===== src/design/rhh_pkg.sv =====
// Package for the Robin Hood hash table: request codes, decoded operations,
// back-end states and shared widths. Used by every module of the block but rhh_ram.
package rhh_pkg;

    // Fixed widths of the data and count words and of the slot distance field.
    localparam int DATA_W   = 32;
    localparam int COUNT_W  = 11;
    localparam int DIST_W   = 8;

    // Default parameter values.
    localparam int DEF_CAPACITY    = 1024;
    localparam int DEF_KEY_BITS    = 32;
    localparam int DEF_VAL_BITS    = 32;
    localparam int DEF_PROBE_LIMIT = 128;

    // Request type codes on the req_type port.
    localparam logic [1:0] REQ_LOOKUP = 2'd0;
    localparam logic [1:0] REQ_INSERT = 2'd1;
    localparam logic [1:0] REQ_DELETE = 2'd2;
    localparam logic [1:0] REQ_UNUSED = 2'd3;

    // Decoded operation carried from the front end to the back end.
    typedef enum logic [1:0] {
        OP_LOOKUP,
        OP_INSERT,
        OP_DELETE,
        OP_NONE
    } op_t;

    // Back-end sequencer states.
    typedef enum logic [3:0] {
        ST_CLEAR,
        ST_IDLE,
        ST_FIND_RD,
        ST_FIND_CHK,
        ST_FIT_RD,
        ST_FIT_CHK,
        ST_INS_RD,
        ST_INS_CHK,
        ST_DEL_RD,
        ST_DEL_CHK,
        ST_RESP
    } state_t;

endpackage


===== src/design/rhh_front.sv =====
// Front end of the hash table: accepts request words, decodes the request
// type and holds decoded requests in a two-entry queue. Uses rhh_pkg.
module rhh_front #(
    parameter int CAPACITY = rhh_pkg::DEF_CAPACITY,
    parameter int KW       = rhh_pkg::DEF_KEY_BITS,
    parameter int VW       = rhh_pkg::DEF_VAL_BITS
) (
    input  logic                        clk,
    input  logic                        rst_n,
    input  logic                        req_valid,
    output logic                        req_ready,
    input  logic [1:0]                  req_type,
    input  logic [rhh_pkg::DATA_W-1:0]  key,
    input  logic [rhh_pkg::DATA_W-1:0]  write_value,
    input  logic [rhh_pkg::DATA_W-1:0]  hash_value,
    output logic                        q_valid,
    input  logic                        q_ready,
    output rhh_pkg::op_t                q_op,
    output logic [KW-1:0]               q_key,
    output logic [VW-1:0]               q_val,
    output logic [$clog2(CAPACITY)-1:0] q_home
);
    import rhh_pkg::*;

    localparam int ADDR_W = $clog2(CAPACITY);

    op_t               op_mem  [2];
    logic [KW-1:0]     key_mem [2];
    logic [VW-1:0]     val_mem [2];
    logic [ADDR_W-1:0] home_mem[2];
    logic              wr_ptr_reg, wr_ptr_next;
    logic              rd_ptr_reg, rd_ptr_next;
    logic [1:0]        fill_reg, fill_next;
    logic              push, pop;
    op_t               dec_op;

    // Decode the request type into an operation.
    always_comb
    begin
        unique case (req_type)
            REQ_LOOKUP: dec_op = OP_LOOKUP;
            REQ_INSERT: dec_op = OP_INSERT;
            REQ_DELETE: dec_op = OP_DELETE;
            REQ_UNUSED: dec_op = OP_NONE;
        endcase
    end

    assign req_ready = (fill_reg != 2'd2);
    assign push      = req_valid && req_ready;
    assign q_valid   = (fill_reg != 2'd0);
    assign pop       = q_valid && q_ready;

    // Queue pointers and fill level.
    always_comb
    begin
        wr_ptr_next = push ? ~wr_ptr_reg : wr_ptr_reg;
        rd_ptr_next = pop  ? ~rd_ptr_reg : rd_ptr_reg;
        fill_next   = fill_reg;
        if (push && !pop)
        begin
            fill_next = fill_reg + 2'd1;
        end
        else if (pop && !push)
        begin
            fill_next = fill_reg - 2'd1;
        end
    end

    always_ff @(posedge clk or negedge rst_n)
    begin
        if (!rst_n)
        begin
            wr_ptr_reg <= 1'b0;
            rd_ptr_reg <= 1'b0;
            fill_reg   <= 2'd0;
        end
        else
        begin
            wr_ptr_reg <= wr_ptr_next;
            rd_ptr_reg <= rd_ptr_next;
            fill_reg   <= fill_next;
        end
    end

    // Queue storage; the home slot is the low bits of the hash.
    always_ff @(posedge clk)
    begin
        if (push)
        begin
            op_mem[wr_ptr_reg]   <= dec_op;
            key_mem[wr_ptr_reg]  <= key[KW-1:0];
            val_mem[wr_ptr_reg]  <= write_value[VW-1:0];
            home_mem[wr_ptr_reg] <= hash_value[ADDR_W-1:0];
        end
    end

    assign q_op   = op_mem[rd_ptr_reg];
    assign q_key  = key_mem[rd_ptr_reg];
    assign q_val  = val_mem[rd_ptr_reg];
    assign q_home = home_mem[rd_ptr_reg];

endmodule


===== config.mk =====
export PLATFORM = sky130hd
export DESIGN_NAME = rhh_front
export DESIGN_NICKNAME = d
export VERILOG_FILES = /design/src/design/rhh_pkg.sv /design/src/design/rhh_front.sv
export SDC_FILE = /design/constraint.sdc
export NUM_CORES = 1
export LEC_CHECK = 0
export ABC_AREA = 0
export BUFFER_PORTS_ARGS = -buffer_cell sky130_fd_sc_hd__buf_2
export CAP_MARGIN = 40
export CORE_ASPECT_RATIO = 1.4
export CORE_MARGIN = 1
export CORE_UTILIZATION = 55
export CTS_CLUSTER_DIAMETER = 50
export DETAILED_ROUTE_END_ITERATION = 8
export HOLD_SLACK_MARGIN = 0.12
export MAX_ROUTING_LAYER = met4
export PLACE_DENSITY = 0.85
export SLEW_MARGIN = 10
export SYNTH_ARGS = -nofsm -noshare
export SYNTH_HDL_FRONTEND = slang
export SYNTH_SLANG_ARGS = --single-unit

===== constraint.sdc =====
create_clock -name clk -period 8.6 [get_ports clk]
set_clock_uncertainty 0.05 [all_clocks]
set_input_delay 0.86 -clock clk [delete_from_list [all_inputs] [get_ports clk]]
set_output_delay 0.86 -clock clk [all_outputs]
set_load 0.01 [all_outputs]

==> results.rst, run 1 <==
.. list-table::
   :header-rows: 1

   * - Metric
     - Value
   * - Vias after detailed routing
     - 2929
   * - Post-CTS sizing
     - 0
   * - Clock slew at the register clock pins of the worst setup and hold paths
     - 60 ps
   * - Register-to-Register Path Depth
     - 5
   * - Endpoint class of the critical path
     - primary output
   * - Critical Path Slowest Stage Cell
     - sky130_fd_sc_hd__dfrtp_4
   * - Final-layout fill cell count
     - 720
   * - Cell breakdown of the critical path
     - buf_4 -> mux2_2 -> buf_2
   * - Total GRT Usage
     - 0.1855
   * - Routability Congestion
     - 0.6842
   * - CTS Root Cell
     - sky130_fd_sc_hd__clkbuf_16
   * - Final hold vios
     - 0
   * - Gate family responsible for the most delay along the worst path
     - flip-flops
   * - Core region area
     - 10350 µm²
   * - RSZ-0062 raised after global routing
     - no
   * - Switching component of the power
     - 706.8 µW
   * - Clk pwr share
     - 0.265
   * - Initial standard-cell utilization of the core
     - 0.5625
   * - DRC marker count from the first detailed-route iteration
     - 122
   * - Maximum clock frequency
     - 0.2985 GHz
   * - Count of hold buffers inserted by post-cts repair
     - 0
   * - Start of the worst register-to-register path
     - fill_reg[0]$_DFFE_PN0P_
   * - Max-capacitance violation count
     - 0
   * - Wire length of the first global-routing pass
     - 13860 µm
   * - Sum of negative setup slack
     - 0 ps
   * - Number of distinct library cells after synthesis
     - 17
   * - Post-CTS setup-driven buffer insertion count
     - 0
   * - Final cycle utilization of the critical path
     - 0.3895
   * - Clock sinks
     - 156
   * - Number of rows in the core area
     - 44
   * - Ports placed on the boundary
     - 180
   * - DIE AREA
     - 11010 µm²
   * - Detailed-routing iteration count for the pre-antenna-repair pass
     - 4
   * - Post-detailed-placement half-perimeter wirelength
     - 6659 µm
   * - Area delta synth->final
     - 25.45%
   * - Clock buffers created by TritonCTS
     - 17
   * - CTS tree
     - yes
   * - Via count of the first global-routing pass
     - 2953
   * - Vias per inst
     - 5.059
   * - Sequential share of power
     - 0.448
   * - Fraction of power spent switching nets
     - 0.2819
   * - Number of synthesized register bits
     - 156
   * - Slowest Stage Delay on Critical Path
     - 780 ps
   * - Minimum setup slack among reg-to-reg paths
     - 6220 ps
   * - Mean area per synthesized cell
     - 22.65 µm²
   * - Transition time at the pin with the least slew margin
     - 622.4 ps
   * - Horizontal die dimension
     - 88.95 µm
   * - Required time of the worst setup path
     - 7690 ps
   * - Number of buffer and inverter instances along the worst setup path
     - 2
   * - Post-Synthesis Cell Area
     - 5822 µm²
   * - Deepest clock path buffer count
     - 2
   * - Area fraction of the dominant cell type after synthesis
     - 0.7840
   * - H-tree levels
     - 4
   * - Result of the run
     - finished clean
   * - Arrival time at the worst endpoint
     - 2440 ps
   * - Clock latency reported for the late side of the worst-skew pair
     - 400 ps
   * - Vertical extent of the die
     - 123.7 µm
   * - Number of instances in the synthesized netlist
     - 257
   * - Final hold slack
     - 199.7 ps
   * - Proportion of power drawn by combinational gates
     - 0.287
   * - Detail Route Antenna Nets
     - 0
   * - Share of layout cells above drive strength 1
     - 0.6105
   * - Nets in the synthesized netlist
     - 360
   * - Drt total wl
     - 9853 µm
   * - Worst Path Max Fanout
     - 39
   * - Final Net Count
     - 529
   * - Detailed-route DRC error count
     - 0
   * - Crit path launch type
     - register
   * - Pwr Density
     - 343.4 nW/µm²
   * - Count of endpoints failing setup in the final report
     - 0
   * - Maximum ir drop on the vdd rail
     - 0.3179 mV
   * - Most area-consuming cells after synthesis
     - sky130_fd_sc_hd__edfxtp_1 (78%), sky130_fd_sc_hd__mux2_2 (8.9%), sky130_fd_sc_hd__mux2_4 (7.7%), sky130_fd_sc_hd__dfrtp_1 (1.7%), sky130_fd_sc_hd__buf_8 (0.77%)
   * - Pins Over Slew Limit
     - 0
   * - Regs by FF count
     - key_mem (64), val_mem (64), home_mem (20)
   * - Static Leakage
     - 2.836 nW
   * - Congestion Overflow GR
     - 0
   * - Maximum number of pins on one net before global-route repair
     - 45
   * - Slew headroom
     - 0.5851
   * - Wire length per cell
     - 17.02 µm
   * - Post-synthesis sequential area ratio
     - 0.8012
   * - Endpoint of the worst register-to-register path
     - key_mem[0][23]$_DFFE_PP_
   * - Count of port buffers added during placement
     - 157
   * - Final min period
     - 3350 ps
   * - Critical path type
     - register to primary output
   * - Cell internal pwr
     - 1.801 mW
   * - Synth warn
     - 0
   * - Largest area contributor in the netlist
     - sky130_fd_sc_hd__edfxtp_1
   * - Kind of path behind the tightest hold check
     - input pin to asynchronous set/reset pin
   * - Number of antenna violations at the first check in global routing
     - 2
-- cell type report --
class                           count  area (µm²)  share of cell area
Antenna cell                        2       5.005           0.0006853
Clock buffer                       20       436.7             0.05979
Clock inverter                     12       97.59             0.01336
Inverter                            1       3.754           0.0005140
Multi-Input combinational cell     89        1071              0.1467
Sequential cell                   156        4668              0.6392
Tap cell                          138       172.7             0.02364
Timing Repair Buffer              161       848.3              0.1162
-- synth_stat cells --
cell,number
sky130_fd_sc_hd__and3_1,1
sky130_fd_sc_hd__buf_2,4
sky130_fd_sc_hd__buf_6,2
sky130_fd_sc_hd__buf_8,3
sky130_fd_sc_hd__clkbuf_1,2
sky130_fd_sc_hd__dfrtp_1,4
sky130_fd_sc_hd__edfxtp_1,152
sky130_fd_sc_hd__ha_1,1
sky130_fd_sc_hd__inv_1,1
sky130_fd_sc_hd__mux2_2,46
sky130_fd_sc_hd__mux2_4,30
sky130_fd_sc_hd__nand2_1,2
sky130_fd_sc_hd__nand2b_1,1
sky130_fd_sc_hd__nor2_1,2
sky130_fd_sc_hd__or2_2,1
sky130_fd_sc_hd__xnor2_1,3
sky130_fd_sc_hd__xor2_1,2
-- cell usage in the layout, fill, tap and decap left out, types with 3 or more instances in the layout --
master / instances
sky130_fd_sc_hd__buf_2: 157
sky130_fd_sc_hd__edfxtp_1: 152
sky130_fd_sc_hd__mux2_2: 46
sky130_fd_sc_hd__mux2_4: 30
sky130_fd_sc_hd__clkbuf_16: 17
sky130_fd_sc_hd__clkinv_2: 4
sky130_fd_sc_hd__xnor2_1: 3
sky130_fd_sc_hd__clkbuf_1: 3
sky130_fd_sc_hd__clkinvlp_4: 3
sky130_fd_sc_hd__dfrtp_1: 3
-- routing by layer --
layer,vias up,share of wire,GRT usage
met5,-,0,-
met4,0,0.014,0.06845
met3,14,0.058,0.06693
met2,105,0.58,0.3351
met1,1451,0.35,0.1788
li1,1359,-,-
-- cells by family (layout without fill, tap and decap cells) --
group,count (synthesis),in the layout,synth area share
flip-flops,156,156,0.8012
multiplexers,76,76,0.1663
other,0,2,0
AND/OR/NAND/NOR,7,7,0.005806
XOR/XNOR,5,5,0.007523
buffers and inverters,12,194,0.01698
adder cells (fa/ha/maj),1,1,0.002149
-- worst reg2reg max path, stage by stage (launching register included) --
cell and delay, ps:
sky130_fd_sc_hd__dfrtp_1 400, sky130_fd_sc_hd__nand2b_1 170, sky130_fd_sc_hd__nand2_1 150, sky130_fd_sc_hd__nor2_4 490, sky130_fd_sc_hd__buf_16 250, sky130_fd_sc_hd__buf_4 490
-- power by group through the flow --
stage / Clock, mW / Sequential, mW / Combinational [mW]
4_1_cts: 0.680 / 1.13 / 0.732
3_5_place_dp: 0 / 1.14 / 0.728
3_3_place_gp: 0 / 1.13 / 0.693
6_report: 0.665 / 1.12 / 0.720
5_1_grt: 0.707 / 1.14 / 0.774
2_1_floorplan: 0 / 1.10 / 0.530
-- how the worst max path moves through the flow --
| stage | start | cells past startpoint | to |
|---|---|---|---|
| finish | rd_ptr_reg$_DFFE_PN0P_ | 3 | q_key[3] |
| global placement | req_valid | 4 | val_mem[0][13]$_DFFE_PP_ |
| global route | rd_ptr_reg$_DFFE_PN0P_ | 3 | q_key[3] |
| detailed placement | rd_ptr_reg$_DFFE_PN0P_ | 3 | q_key[3] |
| CTS | rd_ptr_reg$_DFFE_PN0P_ | 3 | q_key[3] |
| floorplan | req_valid | 2 | home_mem[0][0]$_DFFE_PP_ |
-- per-stage QoR --
stage            util  area [µm²]  worst slack [ps]  std cells  power [mW]
6_report       0.7056        7303              5250        579       2.508
4_1_cts        0.7052        7298              5226        577       2.539
5_1_grt        0.7056        7303              5137        579       2.623
3_3_place_gp   0.6489        6716              5649        543       1.822
3_5_place_dp   0.6535        6764              5680        545       1.871
2_1_floorplan       -        5822              3917        257       1.631
(Power assumes the default switching activity.)
==> run 2, diff against run 1 <==
--- a/config.mk
+++ b/config.mk
@@ -10,12 +10,12 @@
 export CAP_MARGIN = 40
 export CORE_ASPECT_RATIO = 1.4
 export CORE_MARGIN = 1
-export CORE_UTILIZATION = 55
+export CORE_UTILIZATION = 51
 export CTS_CLUSTER_DIAMETER = 50
 export DETAILED_ROUTE_END_ITERATION = 8
 export HOLD_SLACK_MARGIN = 0.12
 export MAX_ROUTING_LAYER = met4
-export PLACE_DENSITY = 0.85
+export PLACE_DENSITY = 0.8
 export SLEW_MARGIN = 10
 export SYNTH_ARGS = -nofsm -noshare
 export SYNTH_HDL_FRONTEND = slang
==> constraint.sdc (replaced) <==
create_clock -name clk -period 3.1 [get_ports clk]
set_clock_uncertainty 0.05 [all_clocks]
set_input_delay 0.31 -clock clk [delete_from_list [all_inputs] [get_ports clk]]
set_output_delay 0.31 -clock clk [all_outputs]
set_load 0.01 [all_outputs]
==> results.rst, run 2 (synthesis results as in run 1) <==
.. list-table::
   :header-rows: 1

   * - Metric
     - Value
   * - Transition time at the pin with the least slew margin
     - 713.4 ps (+90.99 ps)
   * - Core region area
     - 10980 µm² (+6.1%)
   * - Area delta synth->final
     - 38.66%
   * - Static Leakage
     - 3.154 nW (+11%)
   * - Count of port buffers added during placement
     - 157 (unchanged)
   * - Pins Over Slew Limit
     - 0 (unchanged)
   * - Initial standard-cell utilization of the core
     - 0.5303 (-0.03224)
   * - Horizontal die dimension
     - 92.30 µm (+3.8%)
   * - Clock latency reported for the late side of the worst-skew pair
     - 400 ps (about the same)
   * - First element of the critical path
     - rd_ptr_reg$_DFFE_PN0P_
   * - Vertical extent of the die
     - 128.4 µm (+3.8%)
   * - DRC marker count from the first detailed-route iteration
     - 164 (+34%)
   * - Final-layout fill cell count
     - 673 (-6.5%)
   * - Clock slew at the register clock pins of the worst setup and hold paths
     - 60 ps (about the same)
   * - Maximum number of pins on one net before global-route repair
     - 46 (+2.2%)
   * - Post-CTS setup-driven buffer insertion count
     - 0 (unchanged)
   * - Max-capacitance violation count
     - 0 (unchanged)
   * - Detailed-routing iteration count for the pre-antenna-repair pass
     - 4 (unchanged)
   * - Endpoint class of the critical path
     - primary output
   * - Final hold vios
     - 0 (unchanged)
   * - Deepest clock path buffer count
     - 2 (unchanged)
   * - Via count of the first global-routing pass
     - 3366 (+14%)
   * - Clock buffers created by TritonCTS
     - 17 (unchanged)
   * - Detail Route Antenna Nets
     - 0 (unchanged)
   * - Pwr Density
     - 865.8 nW/µm² (+150%)
   * - Maximum clock frequency
     - 0.4079 GHz
   * - Sum of negative setup slack
     - 0 ps (unchanged)
   * - Routability Congestion
     - 0.7660 (+12%)
   * - Start of the worst register-to-register path
     - fill_reg[0]$_DFFE_PN0P_
   * - Result of the run
     - finished clean
   * - Share of layout cells above drive strength 1
     - 0.5193 (-0.09117)
   * - Number of antenna violations at the first check in global routing
     - 0 (-2)
   * - Crit path launch type
     - register
   * - Detailed-route DRC error count
     - 0 (unchanged)
   * - Fin worst setup slack
     - 648.5 ps (-4602 ps)
   * - Slew headroom
     - 0.5233 (-0.06178)
   * - Final cycle utilization of the critical path
     - 0.7908
   * - Drt total wl
     - 10800 µm (+9.7%)
   * - Wire length per cell
     - 16.39 µm (-3.7%)
   * - RSZ-0062 raised after global routing
     - no
   * - Number of rows in the core area
     - 45 (+2.3%)
   * - Leading cell types in the layout, fill and taps excluded
     - sky130_fd_sc_hd__buf_2 (157), sky130_fd_sc_hd__edfxtp_1 (152), sky130_fd_sc_hd__dlygate4sd3_1 (78), sky130_fd_sc_hd__mux2_2 (46), sky130_fd_sc_hd__mux2_4 (30)
   * - Final min period
     - 2451 ps
   * - CTS tree
     - yes
   * - Ports placed on the boundary
     - 180 (unchanged)
   * - Register-to-Register Path Depth
     - 4 (-1)
   * - Final Net Count
     - 608 (+15%)
   * - Vias per inst
     - 4.815 (-4.8%)
   * - Endpoint of the worst register-to-register path
     - val_mem[0][4]$_DFFE_PP_
   * - Total GRT Usage
     - 0.1935 (+0.007964)
   * - Vias after detailed routing
     - 3173 (+8.3%)
   * - Critical path type
     - register to primary output
   * - Worst Path Max Fanout
     - 41 (+5.1%)
   * - Post-CTS sizing
     - 0 (unchanged)
   * - Minimum setup slack among reg-to-reg paths
     - 1060 ps (-5160 ps)
   * - Power after layout
     - 6.989 mW (+180%)
   * - Most common cell after layout, fill and taps aside
     - sky130_fd_sc_hd__buf_2
   * - Regs by FF count
     - key_mem (64), val_mem (64), home_mem (20)
   * - Ant diodes
     - 0 (-2)
   * - Clock sinks
     - 156 (unchanged)
   * - Kind of path behind the tightest hold check
     - input pin to asynchronous set/reset pin
   * - Maximum ir drop on the vdd rail
     - 0.5724 mV (+80%)
   * - Post-detailed-placement half-perimeter wirelength
     - 6400 µm (-3.9%)
   * - DIE AREA
     - 11850 µm² (+7.7%)
   * - Wire length of the first global-routing pass
     - 16280 µm (+17%)
   * - Placement Setup Slack
     - 1017 ps (-4663 ps)
   * - Arrival time at the worst endpoint
     - 2090 ps (-350 ps)
   * - Congestion Overflow GR
     - 0 (unchanged)
   * - Count of endpoints failing setup in the final report
     - 0 (unchanged)
   * - Count of hold buffers inserted by post-cts repair
     - 78 (+78)
   * - Required time of the worst setup path
     - 2740 ps (-4950 ps)
   * - Final hold slack
     - 203.1 ps (+3.427 ps)
   * - H-tree levels
     - 4 (unchanged)
   * - CP Capture Point
     - q_key[10]
   * - CTS Root Cell
     - sky130_fd_sc_hd__clkbuf_16
==> run 2: where the power goes <==
group	internal [mW]	leakage [nW]	switching, mW
combinational	1.09	1.46	1.02
sequential	2.89	1.46	0.224
clock	1.02	0.241	0.749
total	5.00	3.15	1.99
==> run 2: worst max-delay path, stage by stage, from the launching register on <==
cell and delay (ps):
sky130_fd_sc_hd__dfrtp_4 790, sky130_fd_sc_hd__buf_12 350, sky130_fd_sc_hd__mux2_2 390, sky130_fd_sc_hd__buf_2 140
==> run 2: worst min path at each step <==
stage                     slack, ps  cells past startpoint                      end
after floorplan                 -40                      0  fill_reg[0]$_DFFE_PN0P_
after global placement           70                      1   wr_ptr_reg$_DFFE_PN0P_
after detailed placement         70                      1   wr_ptr_reg$_DFFE_PN0P_
after CTS                       170                      2   rd_ptr_reg$_DFFE_PN0P_
after global routing            220                      2   wr_ptr_reg$_DFFE_PN0P_
final                           200                      2   rd_ptr_reg$_DFFE_PN0P_
==> run 2: area by class of cell <==
cell class,instances,area (µm²),share of cell area
clock buffer,21,440.4,0.05456
inverter,1,3.754,0.0004650
clock inverter,11,71.32,0.008834
sequential,156,4668,0.5783
timing repair buffer,240,1642,0.2033
multi-input combinational,89,1071,0.1327
tap,141,176.4,0.02185
==> run 2: per-layer routing <==
metal,wire (µm),vias up,GRT usage
met5,0,-,-
met4,204,0,0.08088
met3,439,13,0.04610
met2,6116,101,0.3516
met1,4044,1555,0.1971
li1,-,1504,-
==> run 2: per-stage QoR <==
stage / instance area (µm²) / util / cells
after floorplan: 5829 / - / 257
after global placement: 6780 / 0.6176 / 549
after detailed placement: 6780 / 0.6176 / 549
after CTS: 8073 / 0.7353 / 659
after global routing: 8073 / 0.7353 / 659
final: 8073 / 0.7353 / 659
==> run 3, diff against run 2 <==
--- a/config.mk
+++ b/config.mk
@@ -5,7 +5,7 @@
 export SDC_FILE = /design/constraint.sdc
 export NUM_CORES = 1
 export LEC_CHECK = 0
-export ABC_AREA = 0
+export ABC_AREA = 1
 export BUFFER_PORTS_ARGS = -buffer_cell sky130_fd_sc_hd__buf_2
 export CAP_MARGIN = 40
 export CORE_ASPECT_RATIO = 1.4
==> constraint.sdc (replaced) <==
create_clock -name clk -period 2.56 [get_ports clk]
set_clock_uncertainty 0.05 [all_clocks]
set_input_delay 0.256 -clock clk [delete_from_list [all_inputs] [get_ports clk]]
set_output_delay 0.256 -clock clk [all_outputs]
set_load 0.01 [all_outputs]
==> results.rst, run 3 <==
.. list-table::
   :header-rows: 1

   * - Metric
     - Value
   * - Post-Synthesis Cell Area
     - 5772 µm² (-0.86%)
   * - Pins Over Slew Limit
     - 0 (unchanged)
   * - Required time of the worst setup path
     - 2250 ps (-490 ps)
   * - Endpoint class of the critical path
     - primary output
   * - Post-detailed-placement half-perimeter wirelength
     - 6553 µm (+2.4%)
   * - Max-capacitance violation count
     - 0 (unchanged)
   * - Pwr Density
     - 1101 nW/µm² (+27%)
   * - Post-synthesis async set-or-reset flop share
     - 0.02564 (unchanged)
   * - Final cycle utilization of the critical path
     - 0.8510
   * - Worst Path Max Fanout
     - 77 (+88%)
   * - RSZ-0062 raised after global routing
     - no
   * - Critical path type
     - register to primary output
   * - CTS tree
     - yes
   * - Core region area
     - 10920 µm² (-0.51%)
   * - Via count of the first global-routing pass
     - 4045 (+20%)
   * - Drt total wl
     - 11980 µm (+11%)
   * - Synth warn
     - 0 (unchanged)
   * - Maximum clock frequency
     - 0.4590 GHz
   * - Transition time at the pin with the least slew margin
     - 805.9 ps (+92.55 ps)
   * - Cell breakdown of the critical path
     - buf_4 -> nand2_1 -> nand2_1 -> buf_2
   * - Number of synthesized register bits
     - 156 (unchanged)
   * - Area fraction of the dominant cell type after synthesis
     - 0.7908 (+0.006798)
   * - Congestion Overflow GR
     - 0 (unchanged)
   * - Result of the run
     - finished clean
   * - Ports placed on the boundary
     - 180 (unchanged)
   * - Wire length of the first global-routing pass
     - 18250 µm (+12%)
   * - Number of rows in the core area
     - 45 (unchanged)
   * - Slew headroom
     - 0.4627 (-0.06057)
   * - Area delta synth->final
     - 39.45%
   * - Most frequent cell on the critical path
     - sky130_fd_sc_hd__nand2_1
   * - Cell with the most instances after synthesis
     - sky130_fd_sc_hd__nand2_1
   * - Sum of negative setup slack
     - 0 ps (unchanged)
   * - Mean area per synthesized cell
     - 13.49 µm² (-40%)
   * - Leading cell types in the layout, fill and taps excluded
     - sky130_fd_sc_hd__nand2_1 (238), sky130_fd_sc_hd__buf_2 (157), sky130_fd_sc_hd__edfxtp_1 (152), sky130_fd_sc_hd__dlygate4sd3_1 (78), sky130_fd_sc_hd__clkbuf_16 (17)
   * - Final min period
     - 2179 ps
   * - Register-to-Register Path Depth
     - 5 (+1)
   * - Most common cell after layout, fill and taps aside
     - sky130_fd_sc_hd__nand2_1
   * - Total GRT Usage
     - 0.2152 (+0.02170)
   * - Horizontal die dimension
     - 91.91 µm (-0.42%)
   * - CTS Root Cell
     - sky130_fd_sc_hd__clkbuf_16
   * - Final Net Count
     - 771 (+27%)
   * - Initial standard-cell utilization of the core
     - 0.5284 (-0.001849)
   * - Number of antenna violations at the first check in global routing
     - 1 (+1)
   * - Nets in the synthesized netlist
     - 531 (+48%)
   * - Vias after detailed routing
     - 3983 (+26%)
   * - Number of instances in the synthesized netlist
     - 428 (+67%)
   * - Arrival time at the worst endpoint
     - 1870 ps (-220 ps)
   * - Vias per inst
     - 4.840 (+0.51%)
   * - Leading cell types by count after synthesis
     - sky130_fd_sc_hd__nand2_1 (238), sky130_fd_sc_hd__edfxtp_1 (152), sky130_fd_sc_hd__buf_2 (9), sky130_fd_sc_hd__inv_1 (6), sky130_fd_sc_hd__buf_6 (5)
   * - Post-placement cell count
     - 712 (+30%)
   * - Share of layout cells above drive strength 1
     - 0.2893 (-0.2300)
   * - Detail Route Antenna Nets
     - 0 (unchanged)
   * - H-tree levels
     - 4 (unchanged)
   * - Primary flip-flop cell chosen by synthesis mapping
     - sky130_fd_sc_hd__edfxtp_1
   * - Placement Setup Slack
     - 763.7 ps (-253.1 ps)
   * - Post-CTS sizing
     - 0 (unchanged)
   * - Minimum setup slack among reg-to-reg paths
     - 770 ps (-290 ps)
   * - Detailed-route DRC error count
     - 0 (unchanged)
   * - Number of distinct library cells after synthesis
     - 15 (-2)
   * - Final hold vios
     - 0 (unchanged)
   * - Largest area contributor in the netlist
     - sky130_fd_sc_hd__edfxtp_1
   * - Count of flip-flops with a built-in enable after synthesis
     - 152 (unchanged)
   * - Static Leakage
     - 3.492 nW (+11%)
   * - Kind of path behind the tightest hold check
     - input pin to asynchronous set/reset pin
   * - Count of port buffers added during placement
     - 157 (unchanged)
   * - Deepest clock path buffer count
     - 2 (unchanged)
   * - Slowest Stage Delay on Critical Path
     - 640 ps (-150 ps)
   * - Crit path launch type
     - register
   * - Clock latency reported for the late side of the worst-skew pair
     - 400 ps (about the same)
   * - Clock sinks
     - 156 (unchanged)
   * - Fin worst setup slack
     - 381.4 ps (-267.1 ps)
   * - DIE AREA
     - 11750 µm² (-0.84%)
   * - Count of endpoints failing setup in the final report
     - 0 (unchanged)
   * - Routability Congestion
     - 0.6868 (-10%)
   * - Maximum ir drop on the vdd rail
     - 0.7118 mV (+24%)
   * - Wire length per cell
     - 14.56 µm (-11%)
   * - Detailed-routing iteration count for the pre-antenna-repair pass
     - 5 (+1)
   * - Critical Path Slowest Stage Cell
     - sky130_fd_sc_hd__buf_4
   * - Vertical extent of the die
     - 127.9 µm (-0.42%)
   * - DRC marker count from the first detailed-route iteration
     - 201 (+23%)
   * - Filler-free cell count of the finished design
     - 823 (+25%)
   * - Clock slew at the register clock pins of the worst setup and hold paths
     - 60 ps (about the same)
   * - Maximum number of pins on one net before global-route repair
     - 78 (+70%)
   * - Post-synthesis sequential area ratio
     - 0.8082 (+0.006947)
   * - Most area-consuming cells after synthesis
     - sky130_fd_sc_hd__edfxtp_1 (79%), sky130_fd_sc_hd__nand2_1 (15%), sky130_fd_sc_hd__dfrtp_1 (1.7%), sky130_fd_sc_hd__buf_6 (0.98%), sky130_fd_sc_hd__buf_2 (0.78%)
   * - Clock buffers created by TritonCTS
     - 17 (unchanged)
   * - Regs by FF count
     - key_mem (64), val_mem (64), home_mem (20)
run 3: changes by cell type after synthesis, sizes merged, moves of 2 or more:
cell / before / now
nand2: 2 / 238
mux2: 76 / 0
buf: 9 / 17
inv: 1 / 7
nand3: 0 / 2
xnor2: 3 / 1
run 3: where the power goes:
part	internal (mW)	switching, mW
Sequential	3.49	0.153
Combinational	0.912	1.76
Clock	1.55	0.991
Total	5.96	2.91
run 3: metal layers:
layer | track usage | up-vias | share of wire
li1 | - | 1918 | -
met1 | 0.2122 | 1891 | 0.37
met2 | 0.3973 | 142 | 0.55
met3 | 0.04508 | 32 | 0.051
met4 | 0.1039 | 0 | 0.030
met5 | - | - | 0
run 3: worst max-delay path: cells and delay by family (launching register included):
family	cells	cell delay, ps
buf+inv	2	800
flops	1	380
simple gates	2	270
run 3: timing repair:
| action | 4_1_cts | 5_1_grt |
|---|---|---|
| hold buffers | 78 | 0 |
| setup buffers | 0 | 0 |
| endpoints found under the hold margin | 157 | 0 |
| endpoints found under the setup margin | 0 | 0 |
run 3: layout make-up:
cell class | instances | area (µm²)
diodes | 1 | 2.502
clock buffers | 17 | 425.4
clock inverters | 15 | 183.9
fillers | 697 | 2874
inverters | 7 | 28.78
multi-input cells | 246 | 962.2
flip-flops and latches | 156 | 4666
well taps | 141 | 176.4
repair buffers | 240 | 1604
run 3: worst paths after layout:
check | end | from
worst max-delay path | q_home[6] | rd_ptr_reg$_DFFE_PN0P_
worst min-delay path | wr_ptr_reg$_DFFE_PN0P_ | rst_n
worst max register to register | val_mem[0][0]$_DFFE_PP_ | fill_reg[0]$_DFFE_PN0P_
worst min register to register | fill_reg[1]$_DFFE_PN0P_ | fill_reg[1]$_DFFE_PN0P_
max in group asynchronous | rd_ptr_reg$_DFFE_PN0P_ | rst_n
min in group clk | wr_ptr_reg$_DFFE_PN0P_ | req_valid
run 3: stage by stage:
| stage | hold slack [ps] | area, µm² | utilization | total power [mW] |
|---|---|---|---|---|
| CTS | 139.2 | 8046 | 0.7367 | 8.914 |
| global placement | 11.64 | 6656 | 0.6094 | 6.205 |
| global route | 161.4 | 8049 | 0.7369 | 9.348 |
| finish | 161.6 | 8049 | 0.7369 | 8.865 |
| floorplan | -89.59 | 5777 | - | 5.339 |
| detailed placement | 16.45 | 6656 | 0.6094 | 6.283 |
run 3: kinds of logic after synthesis:
kind of cell / Yosys count / synth area share
xor+xnor: 2 / 0.003035
fa+ha+maj: 1 / 0.002167
buf+inv: 26 / 0.02775
flops: 156 / 0.8082
simple gates: 243 / 0.1589
